==> src/vfp_pkg.sv <==
// ----------------------------------------------------------------------------
// vfp_pkg
// shared types and constants for the voltage frame parser
// ----------------------------------------------------------------------------
`default_nettype none

package vfp_pkg;

    // ascii codes seen by the scanner
    localparam logic [7:0] CHAR_GT   = 8'h3E;
    localparam logic [7:0] CHAR_CR   = 8'h0D;
    localparam logic [7:0] CHAR_LF   = 8'h0A;
    localparam logic [7:0] CHAR_SP   = 8'h20;
    localparam logic [7:0] CHAR_DOT  = 8'h2E;
    localparam logic [7:0] CHAR_ZERO = 8'h30;
    localparam logic [7:0] CHAR_NINE = 8'h39;

    // payload length limit and field widths
    localparam int unsigned CNT_W     = 3;
    localparam logic [2:0]  MAX_CHARS = 3'd7;
    localparam int unsigned INT_W     = 24;
    localparam int unsigned FRAC_W    = 10;
    localparam int unsigned MV_W      = 34;
    localparam int unsigned THR_W     = 16;
    localparam int unsigned LIM_W     = 20;

    // register map, indexed by paddr[2]
    localparam logic REG_THRESHOLD = 1'b0;
    localparam logic REG_LIMIT     = 1'b1;

    localparam logic [THR_W-1:0] THRESHOLD_RESET = 16'd10;
    localparam logic [LIM_W-1:0] LIMIT_RESET     = 20'd37000;

    typedef enum logic [1:0] {
        PH_HUNT,
        PH_ONE,
        PH_PAYLOAD
    } frame_phase_t;

    typedef enum logic [1:0] {
        DG_INT,
        DG_FRAC,
        DG_DONE
    } digit_phase_t;

    // frame end event from the scanner
    typedef struct packed {
        logic [INT_W-1:0]  int_val;
        logic [FRAC_W-1:0] frac_mv;
    } frame_end_t;

    // one result word
    typedef struct packed {
        logic              over_voltage;
        logic              changed;
        logic [MV_W-1:0]   held_mv;
        logic [MV_W-1:0]   parsed_mv;
    } result_t;

endpackage

`default_nettype wire

==> src/vfp_scan.sv <==
// ----------------------------------------------------------------------------
// vfp_scan
// byte scanner: prefix hunt, payload digit parse, frame end event register
// ----------------------------------------------------------------------------
`default_nettype none

module vfp_scan (
    input  wire logic                aclk,
    input  wire logic                aresetn,
    input  wire logic                in_valid,
    output logic                     in_ready,
    input  wire logic [7:0]          in_byte,
    output logic                     ev_valid,
    input  wire logic                ev_ready,
    output vfp_pkg::frame_end_t      ev
);

    vfp_pkg::frame_phase_t             phase_reg, phase_next;
    vfp_pkg::digit_phase_t             dphase_reg, dphase_next;
    logic [vfp_pkg::CNT_W-1:0]         count_reg, count_next;
    logic [vfp_pkg::INT_W-1:0]         int_reg, int_next;
    logic [vfp_pkg::FRAC_W-1:0]        frac_reg, frac_next;
    logic [1:0]                        fdig_reg, fdig_next;
    logic                              ev_valid_reg, ev_valid_next;
    vfp_pkg::frame_end_t               ev_reg, ev_next;
    logic [vfp_pkg::FRAC_W-1:0]        frac_scaled;
    logic                              fire;
    logic                              is_digit;
    logic [3:0]                        digit;

    assign in_ready = !ev_valid_reg || ev_ready;
    assign fire     = in_valid && in_ready;
    assign ev_valid = ev_valid_reg;
    assign ev       = ev_reg;

    assign is_digit = (in_byte >= vfp_pkg::CHAR_ZERO) && (in_byte <= vfp_pkg::CHAR_NINE);
    assign digit    = 4'(in_byte - vfp_pkg::CHAR_ZERO);

    // fraction padded out to three digits
    always_comb begin
        case (fdig_reg)
            2'd0:    frac_scaled = '0;
            2'd1:    frac_scaled = vfp_pkg::FRAC_W'(frac_reg * 10'd100);
            2'd2:    frac_scaled = vfp_pkg::FRAC_W'(frac_reg * 10'd10);
            default: frac_scaled = frac_reg;
        endcase
    end

    always_comb begin
        phase_next    = phase_reg;
        dphase_next   = dphase_reg;
        count_next    = count_reg;
        int_next      = int_reg;
        frac_next     = frac_reg;
        fdig_next     = fdig_reg;
        ev_next       = ev_reg;
        ev_valid_next = ev_valid_reg && !ev_ready;
        if (fire) begin
            unique case (phase_reg)
                vfp_pkg::PH_HUNT: begin
                    if (in_byte == vfp_pkg::CHAR_GT) phase_next = vfp_pkg::PH_ONE;
                end
                vfp_pkg::PH_ONE: begin
                    if (in_byte == vfp_pkg::CHAR_GT) begin
                        phase_next  = vfp_pkg::PH_PAYLOAD;
                        dphase_next = vfp_pkg::DG_INT;
                        count_next  = '0;
                        int_next    = '0;
                        frac_next   = '0;
                        fdig_next   = '0;
                    end else begin
                        phase_next = vfp_pkg::PH_HUNT;
                    end
                end
                vfp_pkg::PH_PAYLOAD: begin
                    if (in_byte == vfp_pkg::CHAR_CR || in_byte == vfp_pkg::CHAR_LF) begin
                        ev_valid_next   = 1'b1;
                        ev_next.int_val = int_reg;
                        ev_next.frac_mv = frac_scaled;
                        phase_next      = vfp_pkg::PH_HUNT;
                        dphase_next     = vfp_pkg::DG_INT;
                        count_next      = '0;
                        int_next        = '0;
                        frac_next       = '0;
                        fdig_next       = '0;
                    end else if (!(in_byte == vfp_pkg::CHAR_SP && count_reg == '0)
                                 && count_reg < vfp_pkg::MAX_CHARS) begin
                        count_next = count_reg + 1'b1;
                        case (dphase_reg)
                            vfp_pkg::DG_INT: begin
                                if (is_digit)
                                    int_next = vfp_pkg::INT_W'({int_reg, 3'b000})
                                             + vfp_pkg::INT_W'({int_reg, 1'b0})
                                             + vfp_pkg::INT_W'(digit);
                                else if (in_byte == vfp_pkg::CHAR_DOT)
                                    dphase_next = vfp_pkg::DG_FRAC;
                                else
                                    dphase_next = vfp_pkg::DG_DONE;
                            end
                            vfp_pkg::DG_FRAC: begin
                                if (is_digit) begin
                                    if (fdig_reg != 2'd3) begin
                                        frac_next = vfp_pkg::FRAC_W'(frac_reg * 10'd10)
                                                  + vfp_pkg::FRAC_W'(digit);
                                        fdig_next = fdig_reg + 1'b1;
                                    end
                                end else begin
                                    dphase_next = vfp_pkg::DG_DONE;
                                end
                            end
                            default: ;
                        endcase
                    end
                end
                default: phase_next = vfp_pkg::PH_HUNT;
            endcase
        end
    end

    always_ff @(posedge aclk) begin
        if (!aresetn) begin
            phase_reg    <= vfp_pkg::PH_HUNT;
            dphase_reg   <= vfp_pkg::DG_INT;
            count_reg    <= '0;
            int_reg      <= '0;
            frac_reg     <= '0;
            fdig_reg     <= '0;
            ev_valid_reg <= 1'b0;
        end else begin
            phase_reg    <= phase_next;
            dphase_reg   <= dphase_next;
            count_reg    <= count_next;
            int_reg      <= int_next;
            frac_reg     <= frac_next;
            fdig_reg     <= fdig_next;
            ev_valid_reg <= ev_valid_next;
        end
    end

    always_ff @(posedge aclk) begin
        ev_reg <= ev_next;
    end

endmodule

`default_nettype wire

==> src/vfp_scale.sv <==
// ----------------------------------------------------------------------------
// vfp_scale
// converts a frame end event to millivolts, one register stage
// ----------------------------------------------------------------------------
`default_nettype none

module vfp_scale (
    input  wire logic                     aclk,
    input  wire logic                     aresetn,
    input  wire logic                     ev_valid,
    output logic                          ev_ready,
    input  wire vfp_pkg::frame_end_t      ev,
    output logic                          mv_valid,
    input  wire logic                     mv_ready,
    output logic [vfp_pkg::MV_W-1:0]      mv
);

    logic                          valid_reg, valid_next;
    logic [vfp_pkg::MV_W-1:0]      mv_reg, mv_next;

    assign ev_ready = !valid_reg || mv_ready;
    assign mv_valid = valid_reg;
    assign mv       = mv_reg;

    always_comb begin
        valid_next = valid_reg && !mv_ready;
        mv_next    = mv_reg;
        if (ev_valid && ev_ready) begin
            valid_next = 1'b1;
            mv_next    = vfp_pkg::MV_W'(ev.int_val) * 34'd1000 + vfp_pkg::MV_W'(ev.frac_mv);
        end
    end

    always_ff @(posedge aclk) begin
        if (!aresetn) begin
            valid_reg <= 1'b0;
        end else begin
            valid_reg <= valid_next;
        end
    end

    always_ff @(posedge aclk) begin
        mv_reg <= mv_next;
    end

endmodule

`default_nettype wire

==> src/vfp_hold.sv <==
// ----------------------------------------------------------------------------
// vfp_hold
// held value update, over-voltage flag and result register
// ----------------------------------------------------------------------------
`default_nettype none

module vfp_hold (
    input  wire logic                      aclk,
    input  wire logic                      aresetn,
    input  wire logic                      mv_valid,
    output logic                           mv_ready,
    input  wire logic [vfp_pkg::MV_W-1:0]  mv,
    input  wire logic [vfp_pkg::THR_W-1:0] threshold,
    input  wire logic [vfp_pkg::LIM_W-1:0] limit,
    output logic                           res_valid,
    input  wire logic                      res_ready,
    output vfp_pkg::result_t               res
);

    logic                          held_valid_reg, held_valid_next;
    logic [vfp_pkg::MV_W-1:0]      held_reg, held_next;
    logic                          valid_reg, valid_next;
    vfp_pkg::result_t              res_reg, res_next;
    logic [vfp_pkg::MV_W-1:0]      diff;
    logic                          replace;
    logic                          over_new, over_old;

    assign mv_ready  = !valid_reg || res_ready;
    assign res_valid = valid_reg;
    assign res       = res_reg;

    assign diff     = (mv >= held_reg) ? (mv - held_reg) : (held_reg - mv);
    assign replace  = !held_valid_reg || (diff > vfp_pkg::MV_W'(threshold));
    assign over_new = mv > vfp_pkg::MV_W'(limit);
    assign over_old = held_reg > vfp_pkg::MV_W'(limit);

    always_comb begin
        held_valid_next = held_valid_reg;
        held_next       = held_reg;
        valid_next      = valid_reg && !res_ready;
        res_next        = res_reg;
        if (mv_valid && mv_ready) begin
            valid_next            = 1'b1;
            res_next.parsed_mv    = mv;
            res_next.changed      = replace;
            if (replace) begin
                held_next             = mv;
                held_valid_next       = 1'b1;
                res_next.held_mv      = mv;
                res_next.over_voltage = over_new;
            end else begin
                res_next.held_mv      = held_reg;
                res_next.over_voltage = over_old;
            end
        end
    end

    always_ff @(posedge aclk) begin
        if (!aresetn) begin
            held_valid_reg <= 1'b0;
            held_reg       <= '0;
            valid_reg      <= 1'b0;
        end else begin
            held_valid_reg <= held_valid_next;
            held_reg       <= held_next;
            valid_reg      <= valid_next;
        end
    end

    always_ff @(posedge aclk) begin
        res_reg <= res_next;
    end

endmodule

`default_nettype wire

==> src/voltage_frame_parser.sv <==
// ----------------------------------------------------------------------------
// voltage_frame_parser
// finds ">>" framed voltage text in a serial byte stream and reports millivolts
// ----------------------------------------------------------------------------
// throughput: one byte word per cycle, set by the per-byte scanner update, unless a frame end event waits
// output path: the cr/lf word that closes a frame reaches m_tvalid through
//   the scanner event register, the millivolt scaling register and the result register
// reset: synchronous active-low aresetn; the frame hunt restarts, the held
//   value is cleared and the registers return to threshold 10 mv, limit 37000 mv
`default_nettype none

module voltage_frame_parser (
    input  wire logic        aclk,
    input  wire logic        aresetn,
    // byte input
    input  wire logic        s_tvalid,
    output logic             s_tready,
    input  wire logic [7:0]  s_tdata,   // [7:0] rx_byte
    // result output
    output logic             m_tvalid,
    input  wire logic        m_tready,
    output logic [71:0]      m_tdata,   // [33:0] parsed_mv, [67:34] held_mv,
                                        // [68] changed, [69] over_voltage, [71:70] zero
    // configuration
    input  wire logic        psel,
    input  wire logic        penable,
    input  wire logic        pwrite,
    input  wire logic [2:0]  paddr,
    input  wire logic [31:0] pwdata,
    output logic [31:0]      prdata,
    output logic             pready
);

    logic [vfp_pkg::THR_W-1:0]   threshold_reg, threshold_next;
    logic [vfp_pkg::LIM_W-1:0]   limit_reg, limit_next;
    logic                        cfg_write;

    logic                        ev_valid, ev_ready;
    vfp_pkg::frame_end_t         ev;
    logic                        mv_valid, mv_ready;
    logic [vfp_pkg::MV_W-1:0]    mv;
    vfp_pkg::result_t            res;

    // ------------------------------------------------------------------
    // register port: pready tied high, no wait states, registers decoded on paddr[2]
    // ------------------------------------------------------------------
    assign pready    = 1'b1;
    assign cfg_write = psel && penable && pwrite && pready;

    always_comb begin
        threshold_next = threshold_reg;
        limit_next     = limit_reg;
        if (cfg_write) begin
            unique case (paddr[2])
                vfp_pkg::REG_THRESHOLD: threshold_next = pwdata[vfp_pkg::THR_W-1:0];
                vfp_pkg::REG_LIMIT:     limit_next     = pwdata[vfp_pkg::LIM_W-1:0];
                default: ;
            endcase
        end
    end

    always_comb begin
        unique case (paddr[2])
            vfp_pkg::REG_THRESHOLD: prdata = 32'(threshold_reg);
            vfp_pkg::REG_LIMIT:     prdata = 32'(limit_reg);
            default:                prdata = '0;
        endcase
    end

    always_ff @(posedge aclk) begin
        if (!aresetn) begin
            threshold_reg <= vfp_pkg::THRESHOLD_RESET;
            limit_reg     <= vfp_pkg::LIMIT_RESET;
        end else begin
            threshold_reg <= threshold_next;
            limit_reg     <= limit_next;
        end
    end

    // ------------------------------------------------------------------
    // datapath: scanner -> millivolt scaling -> held value and result
    // each stage is elastic, so bytes flow on until events back up into the scanner while a result waits
    // ------------------------------------------------------------------
    vfp_scan u_scan (
        .aclk     (aclk),
        .aresetn  (aresetn),
        .in_valid (s_tvalid),
        .in_ready (s_tready),
        .in_byte  (s_tdata),
        .ev_valid (ev_valid),
        .ev_ready (ev_ready),
        .ev       (ev)
    );

    vfp_scale u_scale (
        .aclk     (aclk),
        .aresetn  (aresetn),
        .ev_valid (ev_valid),
        .ev_ready (ev_ready),
        .ev       (ev),
        .mv_valid (mv_valid),
        .mv_ready (mv_ready),
        .mv       (mv)
    );

    vfp_hold u_hold (
        .aclk      (aclk),
        .aresetn   (aresetn),
        .mv_valid  (mv_valid),
        .mv_ready  (mv_ready),
        .mv        (mv),
        .threshold (threshold_reg),
        .limit     (limit_reg),
        .res_valid (m_tvalid),
        .res_ready (m_tready),
        .res       (res)
    );

    // pack the result word, first field lowest
    assign m_tdata = {2'b00, res.over_voltage, res.changed, res.held_mv, res.parsed_mv};

    // ------------------------------------------------------------------
    // assertions
    // ------------------------------------------------------------------

    // a replaced held value is the value of this frame
    a_changed_held : assert property (@(posedge aclk) disable iff (!aresetn)
        (m_tvalid && res.changed) |-> (res.held_mv == res.parsed_mv))
        else $error("held value differs from parsed value on a change");

    // input only stalls while a frame end event is waiting
    a_stall_cause : assert property (@(posedge aclk) disable iff (!aresetn)
        !s_tready |-> ev_valid)
        else $error("input stalled without a pending frame end");

    // a scaled value that waits keeps its content
    a_mv_hold : assert property (@(posedge aclk) disable iff (!aresetn)
        (mv_valid && !mv_ready) |=> (mv_valid && $stable(mv)))
        else $error("stalled millivolt value changed");

endmodule

`default_nettype wire

==> config.mk <==
export PLATFORM = sky130hd
export DESIGN_NAME = voltage_frame_parser
export DESIGN_NICKNAME = d
export VERILOG_FILES = /design/src/vfp_pkg.sv /design/src/vfp_scan.sv /design/src/vfp_scale.sv /design/src/vfp_hold.sv /design/src/voltage_frame_parser.sv
export SDC_FILE = /design/constraint.sdc
export NUM_CORES = 1
export LEC_CHECK = 0
export BUFFER_PORTS_ARGS = -buffer_cell sky130_fd_sc_hd__buf_2
export CORE_MARGIN = 2
export CORE_UTILIZATION = 30
export CTS_CLUSTER_SIZE = 20
export DETAILED_ROUTE_END_ITERATION = 10
export PLACE_DENSITY = 0.52
export SYNTH_ARGS = -nofsm -noshare
export SYNTH_HDL_FRONTEND = slang
export SYNTH_SLANG_ARGS = --single-unit
==> constraint.sdc <==
create_clock -name aclk -period 9.3 [get_ports aclk]
set_input_delay 1.86 -clock aclk [delete_from_list [all_inputs] [get_ports aclk]]
set_output_delay 1.86 -clock aclk [all_outputs]
set_load 0.05 [all_outputs]
==> results_dict.tcl, run 1 <==
set metrics [dict create \
    power_density_mw_per_mm2 99.9 \
    postCtsHoldBufs 0 \
    cts_tree "built" \
    clock_sinks 255 \
    drive_above_1_share 0.0853 \
    cts-resized-gates 0 \
    yosys_warnings 0 \
    required_ps 9600 \
    slew_headroom 0.170 \
    die_y_um 273 \
    antenna_found_initial 2 \
    core.rowCount 98 \
    tns_ps 0 \
    peakVddDrop_uv 135 \
    grt_max_degree 96 \
    synth_area_leader_cell "edfxtp_1" \
    portBuffers 127 \
    overflow 0 \
    clk_pin_slew_ps 60 \
    drtAntennaViolNets 0 \
    status "finished, final reports clean" \
    area_delta_synth_final_pct 11.7 \
    p_comb_frac 0.035 \
    cellInternalPower_uw 1870 \
    final_hold_viol_count 0 \
    cts_buffers 29 \
    crit_type "flop to flop" \
    slew_viol_final 0 \
    synth_ff_type "edfxtp_1" \
    post-route-period-util 0.746 \
    critPathCaptureType "flop" \
    layout_min_cycle_time_ps 6940 \
    p_leak_uw 0.0102 \
    ys_seq_area_frac 0.300 \
    synthCells 2375 \
    vias_per_cell 4.89 \
    diodes 0 \
    seq_power_share 0.489 \
    vias 16800 \
    tightest_slew_ps 1250 \
    yosys-top-cells-area "edfxtp_1, ha_1, dfxtp_1" \
    h-tree-depth 1 \
    power.switching_uw 547 \
    grt_pass1_wl_um 91800 \
    grt_use_total 0.153 \
    drtIter0Drc 935 \
    rsz0062_at_grt "false" \
    cp_max_fo 25 \
    finalPower_uw 2420 \
    clkPwrFrac 0.477 \
    wirelength_um 57800 \
    largest_reg_flops 70 \
    synth-seq-cells 255 \
    drv_cap 0 \
    clock_skew_ps 23.9 \
    cts-root-buf "clkbuf_16" \
    min_path_type "flop to flop" \
    core_area_sq_mm 0.0715 \
    initial_utilization 0.303 \
    yosysTopAreaCellShare 0.191 \
    timing.fmax_mhz 144 \
    hp-start "u_scan.ev[2]" \
    drc 0 \
    setup_viol 0 \
    dieArea_sq_mm 0.0743 \
    clockBufferDepth 3 \
    clock_latency_ps 590 \
    grt_pass1_vias 17100 \
    synthArstFlopShare 0 \
    first_pass_iters 5 \
    rr_startpoint "u_scale.mv[26]" \
    critPathArrivalTime_ps 7230 \
    synth_edf_count 138 \
    startpoint "u_scale.mv[26]" \
    boundaryPins 157 \
    gp_congestion 0.889 \
    syn_area_per_cell_sq_um 9.11 \
    netlist_area_sq_mm 0.0216 \
    fin_nets 2881 \
    switching_share 0.226 \
    ys_types 82 \
    dpl.hpwl_um 46800 \
    wl_per_cell_um 16.8 \
    die-width_um 273 \
    postCtsSetupRepairBufs 0 \
    crit_path_start_kind "flop" \
]
==> critical path, stage by stage (launching register included) <==
cell and delay (ps):
edfxtp_1 440, inv_1 100, ha_1 560, nand4_1 380, nor4_1 340, and3_1 250
a211o_1 250, o21ai_4 120, buf_4 300, o31a_1 310, a221oi_1 490, o221ai_1 250
xor2_1 330, ha_1 310, nor2b_1 130, o21ai_0 120, and4b_1 190, a21o_1 190
nand4_1 250, nor4_4 220, and2_1 700, buf_12 250, o21ai_1 150
==> per-layer routing <==
| metal | global-route usage | vias to the layer above | part of all wire |
|---|---|---|---|
| li1 | - | 8413 | - |
| met4 | 0.0506 | 4 | 0.034 |
| met1 | 0.184 | 8042 | 0.43 |
| met3 | 0.0167 | 90 | 0.032 |
| met5 | 0 | - | 0.00059 |
| met2 | 0.283 | 265 | 0.51 |
==> stage by stage <==
stage,cell area [sq um],worst slack [ps],utilization,hold slack [ps],instances
5_1_grt,24200,1910,0.338,430,3435
6_report,24200,2360,0.338,419,3435
4_1_cts,24200,2340,0.338,423,3435
3_5_place_dp,23200,2380,0.325,408,3381
3_3_place_gp,23200,2410,0.325,403,3381
2_1_floorplan,21700,3230,-,400,2388
==> kinds of logic (layout without fill, tap and decap cells) <==
group           count (synthesis)  after routing  synth area share
compound gates                568            568             0.169
xor+xnor                      129            129            0.0522
fa+ha+maj                     369            369             0.246
buf+inv                       392            489            0.0736
flops                         255            255             0.300
mux                            54             54            0.0252
other cells                     2             15          0.000347
simple gates                  606            606             0.134
==> cells in the final DEF, fill, tap and decap left out, drive strengths merged, types with 74 or more instances in the layout <==
master,netlist,routed
a21oi,150,150
buf,50,143
dfxtp,117,117
edfxtp,138,138
fa,95,95
ha,274,274
inv,292,296
nand2,246,246
nand3,74,74
nor2,98,98
o21ai,134,134
xnor2,85,85
==> cell type report <==
| cell class | instances | area, sq um |
|---|---|---|
| fillers | 7326 | 47300 |
| repair buffers | 143 | 771 |
| inverters | 292 | 1100 |
| multi-input cells | 1741 | 13700 |
| clock buffers | 43 | 892 |
| well taps | 950 | 1190 |
| flip-flops and latches | 255 | 6490 |
| clock inverters | 11 | 81.3 |
==> synth_stat cells (57+ instances only) <==
master / count
inv_1: 292
ha_1: 274
nand2_1: 246
a21oi_1: 149
edfxtp_1: 138
dfxtp_1: 117
o21ai_0: 100
nor2_1: 98
fa_1: 95
xnor2_1: 85
nand3_1: 74
a21o_1: 57
==> power groups by stage <==
| stage | logic (uW) | clock network, uW | registers [uW] |
|---|---|---|---|
| finish | 83.4 | 1150 | 1180 |
| floorplan | 62.9 | 0 | 1200 |
| CTS | 83.8 | 1200 | 1180 |
| detailed placement | 83.5 | 0 | 1200 |
| global placement | 82.0 | 0 | 1200 |
| global route | 90.5 | 1240 | 1180 |
==> worst paths after layout <==
check                         to  slack, ps  cells after the start
hold / removal     u_scale.mv[2]        420                      0
setup / recovery  u_hold.res[53]       2360                     22
hold reg to reg    u_scale.mv[2]        420                      0
setup reg to reg  u_hold.res[53]       2360                     22
Power figures use the tool's default switching activity.
==> run 2: changes to the inputs <==
--- a/config.mk
+++ b/config.mk
@@ -5,6 +5,7 @@
 export SDC_FILE = /design/constraint.sdc
 export NUM_CORES = 1
 export LEC_CHECK = 0
+export ABC_AREA = 1
 export BUFFER_PORTS_ARGS = -buffer_cell sky130_fd_sc_hd__buf_2
 export CORE_MARGIN = 2
 export CORE_UTILIZATION = 30
==> constraint.sdc (replaced) <==
create_clock -name aclk -period 6.8 [get_ports aclk]
set_input_delay 1.36 -clock aclk [delete_from_list [all_inputs] [get_ports aclk]]
set_output_delay 1.36 -clock aclk [all_outputs]
set_load 0.05 [all_outputs]
==> run 2 against run 1 <==
Effect of this change: maximum frequency grew 14%; sequential power up 37%; combinational power rose by 58%; first-iteration DRC count up 20%; final cell count up 29%; synthesized cell count is 36% higher; critical path depth grew 5; register-to-register slack got worse by 1700 ps; worst hold slack lost 3.9 ps; critical path type unchanged; largest cell class unchanged; highest routed layer is now met4.
==> results_dict.tcl, run 2 <==
set metrics [dict create \
    status "finished, final reports clean" \
    critPathCaptureType "flop" \
    postCtsHoldBufs 0 \
    ys_seq_area_frac 0.275 \
    antenna_found_initial 0 \
    final_cell_mix "nand2_1, inv_1, ha_1" \
    setup_viol 0 \
    syn_area_per_cell_sq_um 7.30 \
    yosys_warnings 0 \
    synth_most_common_cell "nand2_1" \
    clock_sinks 255 \
    tns_ps 0 \
    required_ps 7090 \
    min_path_type "flop to flop" \
    wirelength_um 69500 \
    die_y_um 284 \
    postCtsSetupRepairBufs 0 \
    grt_pass1_wl_um 110000 \
    boundaryPins 157 \
    final_common_cell "nand2_1" \
    synth_area_leader_cell "edfxtp_1" \
    power.switching_uw 863 \
    rr_startpoint "u_scale.mv[0]" \
    vias 20400 \
    h-tree-depth 2 \
    synth_edf_count 138 \
    dp_cells 4355 \
    grt_max_degree 93 \
    area_delta_synth_final_pct 12.2 \
    cts-root-buf "clkbuf_16" \
    dpl.hpwl_um 57300 \
    gp_congestion 0.949 \
    clock_skew_ps 32.5 \
    peakVddDrop_uv 140 \
    crit_path_start_kind "flop" \
    slew_headroom 0.443 \
    place_area_sq_mm 0.0253 \
    tightest_slew_ps 835 \
    dp_worst_setup_slack_ps 771 \
    largest_reg_flops 70 \
    clkPwrFrac 0.515 \
    core_area_sq_mm 0.0777 \
    p_comb_frac 0.037 \
    cp_slowest_cell "edfxtp_1" \
    drtIter0Drc 1123 \
    synth-seq-cells 255 \
    yosys-top-cells-count "nand2_1, inv_1, ha_1, a21oi_1, nor2_1" \
    drtAntennaViolNets 0 \
    drive_above_1_share 0.0844 \
    yosysTopAreaCellShare 0.176 \
    switching_share 0.239 \
    initial_utilization 0.304 \
    netlist_area_sq_mm 0.0236 \
    utilization 0.341 \
    final_hold_viol_count 0 \
    setup_slack_ps 708 \
    critPathArrivalTime_ps 6380 \
    yosys-top-cells-area "edfxtp_1, ha_1, nand2_1" \
    hp-start "u_scan.ev[1]" \
    fin_nets 3770 \
    startpoint "u_scale.mv[0]" \
    diodes 0 \
    drc 0 \
    drv_cap 0 \
    cts_buffers 34 \
    fin_area_sq_mm 0.0265 \
    clock_latency_ps 570 \
    seq_power_share 0.448 \
    core.rowCount 102 \
    layout_min_cycle_time_ps 6090 \
    grt_use_total 0.171 \
    clk_pin_slew_ps 60 \
    rsz0062_at_grt "false" \
    power_density_mw_per_mm2 136 \
    synth_ff_type "edfxtp_1" \
    cts-resized-gates 0 \
    cp_max_fo 19 \
    first_pass_iters 6 \
    slew_viol_final 0 \
    grt_pass1_vias 20100 \
    die-width_um 284 \
    dieArea_sq_mm 0.0809 \
    overflow 0 \
    vias_per_cell 4.62 \
    timing.fmax_mhz 164 \
    portBuffers 127 \
    cts_tree "built" \
    cp_common_cell "nand2_1" \
    clockBufferDepth 3 \
    synthArstFlopShare 0 \
    p_leak_uw 0.0130 \
    stdcell_count 4417 \
    post-route-period-util 0.896 \
    crit_type "flop to flop" \
    synthCells 3232 \
    wl_per_cell_um 15.7 \
    cpPeakStageDelay_ps 460 \
    cellInternalPower_uw 2750 \
    ys_types 53 \
]
## run 2: cell families (layout without fill, tap and decap cells)
family / after synthesis / count (layout) / synth area share
simple gates: 1348 / 1348 / 0.241
buf+inv: 691 / 823 / 0.115
compound gates: 483 / 483 / 0.112
fa+ha+maj: 369 / 369 / 0.226
flops: 255 / 255 / 0.275
xor+xnor: 83 / 83 / 0.0308
other cells: 2 / 15 / 0.000318
mux: 1 / 1 / 0.000424
## run 2: worst paths after layout
check                   endpoint  slack, ps  depth (start not counted)
setup reg to reg  u_hold.res[67]        710                         27
setup / recovery  u_hold.res[67]        710                         27
hold reg to reg    u_scale.mv[1]        420                          0
hold / removal     u_scale.mv[1]        420                          0
## run 2: cell type report
type | instances | area [sq um]
Fill cell | 8364 | 51200
Sequential cell | 255 | 6490
Inverter | 620 | 2330
Multi-Input combinational cell | 2299 | 14500
Clock buffer | 45 | 933
Clock inverter | 17 | 223
Timing Repair Buffer | 141 | 741
Tap cell | 1040 | 1300
## run 2: power groups by stage
| stage | Clock [uW] | Combinational, uW | Sequential (uW) |
|---|---|---|---|
| 2_1_floorplan | 0 | 96.5 | 1650 |
| 3_3_place_gp | 0 | 132 | 1650 |
| 3_5_place_dp | 0 | 133 | 1650 |
| 4_1_cts | 1910 | 133 | 1620 |
| 5_1_grt | 1970 | 145 | 1620 |
| 6_report | 1860 | 132 | 1620 |
## run 2: worst max-delay path, delay by kind of cell (launching register included)
kind | cells | cell delay [ps]
and+or+nand+nor | 16 | 2440
buffers and inverters | 6 | 1160
adders and majority gates | 3 | 1000
DFF | 1 | 460
AOI/OAI and AO/OA | 1 | 420
xor gates and xnor gates | 1 | 310
## run 2: metal layers
layer	up-vias	track usage	share of wire
li1	10500	-	-
met4	0	0.0562	0.032
met3	91	0.0199	0.037
met1	9443	0.216	0.45
met5	-	0	0
met2	329	0.302	0.49
## run 2: per-stage QoR
| step | hold slack [ps] | power (uW) |
|---|---|---|
| after global routing | 425 | 3730 |
| after global placement | 401 | 1780 |
| after CTS | 419 | 3660 |
| after detailed placement | 406 | 1780 |
| after floorplan | 400 | 1750 |
| final | 416 | 3610 |
==> run 3: changes to the inputs <==
--- a/config.mk
+++ b/config.mk
@@ -7,6 +7,7 @@
 export LEC_CHECK = 0
 export ABC_AREA = 1
 export BUFFER_PORTS_ARGS = -buffer_cell sky130_fd_sc_hd__buf_2
+export CORE_ASPECT_RATIO = 1.5
 export CORE_MARGIN = 2
 export CORE_UTILIZATION = 30
 export CTS_CLUSTER_SIZE = 20
==> constraint.sdc (replaced) <==
create_clock -name aclk -period 6.8 [get_ports aclk]
set_input_delay 1.36 -clock aclk [delete_from_list [all_inputs] [get_ports aclk]]
set_output_delay 1.36 -clock aclk [all_outputs]
set_load 0.005 [all_outputs]
==> run 3 against run 2 <==
Effect of this change: register-to-register slack improved by 270 ps; worst hold slack better by 2.8 ps; worst setup slack better by 270 ps; first-iteration DRC count shrank 13%; sequential share of layout area increased by 0.084 points; utilization down 0.39 points; via count up 0.70%; maximum frequency is 4.6% higher; total power down 5.7%; clock skew up 28 ps; die area about the same; non-clock buffer count grew 3; critical endpoint is now u_hold.res[53]; largest power group unchanged.
==> results_dict.tcl, run 3 (same netlist as run 2, synthesis figures left out) <==
set metrics [dict create \
    rrSetupSlack_ps 980 \
    dp_worst_setup_slack_ps 896 \
    area_delta_synth_final_pct 11.8 \
    finalPower_uw 3400 \
    grt_use_met1 0.199 \
    cp.buffers_inverters 6 \
    vias_per_cell 4.67 \
    cts-root-buf "clkbuf_16" \
    post-route-period-util 0.857 \
    cp_slowest_cell "edfxtp_1" \
    p_leak_uw 0.0130 \
    clock_sinks 255 \
    peakVddDrop_uv 140 \
    final_common_cell "nand2_1" \
    clock_latency_ps 630 \
    cts-resized-gates 0 \
    postCtsSetupRepairBufs 0 \
    clock_skew_ps 60.5 \
    diodes 0 \
    tns_ps 0 \
    cts_tree "built" \
    cts_buffers 30 \
    grt_pass1_vias 20800 \
    gr-max-usage-layer "met2" \
    grt_use_total 0.185 \
    critPathCaptureType "flop" \
    core.rowCount 126 \
    wirelength_um 74400 \
    die-width_um 233 \
    layout_min_cycle_time_ps 5820 \
    final_hold_viol_count 0 \
    cpPeakStageDelay_ps 530 \
    first_pass_iters 7 \
    min_path_type "flop to flop" \
    critPathArrivalTime_ps 6150 \
    status "finished, final reports clean" \
    dieArea_sq_mm 0.0810 \
    slew_viol_final 0 \
    initial_utilization 0.301 \
    antenna_found_initial 0 \
    h-tree-depth 1 \
    wl_per_cell_um 16.9 \
    crit_type "flop to flop" \
    dpl.hpwl_um 62300 \
    required_ps 7130 \
    rsz0062_at_grt "false" \
    cp.depth 29 \
    drc 0 \
    drtIter0Drc 975 \
    postCtsHoldBufs 0 \
    slew_headroom 0.174 \
    drive_above_1_share 0.0839 \
    drtAntennaViolNets 0 \
    crit_path_start_kind "flop" \
    boundaryPins 157 \
    setup_viol 0 \
    whs_path_depth 0 \
    clockBufferDepth 3 \
    cp_common_cell "nand2_1" \
    overflow 0 \
    core_area_sq_mm 0.0784 \
    largest_reg_flops 70 \
    dp_cells 4342 \
    final_cell_mix "nand2_1, inv_1, ha_1" \
    rr_worst_depth 29 \
    drv_cap 0 \
    clk_pin_slew_ps 60 \
    stdcell_count 4398 \
    fin_nets 3769 \
    grt_pass1_wl_um 115000 \
    setup_slack_ps 975 \
    gp_congestion 0.973 \
    tightest_slew_ps 1230 \
    portBuffers 127 \
    vias 20600 \
    power_density_mw_per_mm2 129 \
    die_y_um 347 \
    whs_ps 418 \
    grt_max_degree 99 \
    use_met2 0.358 \
    crit_family "simple AND/OR/NAND/NOR gates" \
    cp_max_fo 25 \
    grt_util_met3 0.0147 \
    timing.fmax_mhz 172 \
]
==> run 3: worst paths after layout <==
| check | to | start |
|---|---|---|
| max | u_hold.res[53] | u_scale.mv[10] |
| min | u_scale.mv[0] | u_scan.ev[0] |
| max reg2reg | u_hold.res[53] | u_scale.mv[10] |
| min reg2reg | u_scale.mv[0] | u_scan.ev[0] |
==> run 3: per-layer routing <==
metal,vias to the layer above,part of all wire
met5,-,0
met4,0,0.053
met3,142,0.026
met2,339,0.54
met1,9531,0.39
li1,10500,-
==> run 3: through the flow <==
| stage | area, sq um | util |
|---|---|---|
| final | 26400 | 0.337 |
| after global routing | 26400 | 0.337 |
| after CTS | 26400 | 0.337 |
| after detailed placement | 25300 | 0.323 |
| after global placement | 25300 | 0.323 |
| after floorplan | 23600 | - |
==> run 3: cell type report <==
cell class,instances,area (sq um)
fill,8518,52000
multi-input combinational,2299,14500
sequential,255,6490
inverter,620,2330
tap,1024,1280
clock buffer,40,850
timing repair buffer,144,788
clock inverter,16,189
==> run 3: worst register-to-register path: cells and delay by family, from the launching register on <==
kind | cells | cell delay (ps)
AO/OA/AOI/OAI | 2 | 230
XOR/XNOR | 1 | 230
adder cells (fa/ha/maj) | 2 | 680
buffers and inverters | 6 | 900
flip-flops | 1 | 530
AND/OR/NAND/NOR | 18 | 2950
==> run 3: power by group <==
group / internal, uW / total (uW) / switching [uW]
logic: 31.8 / 99.3 / 67.5
clock network: 968 / 1690 / 718
registers: 1610 / 1620 / 3.33
total: 2610 / 3400 / 789
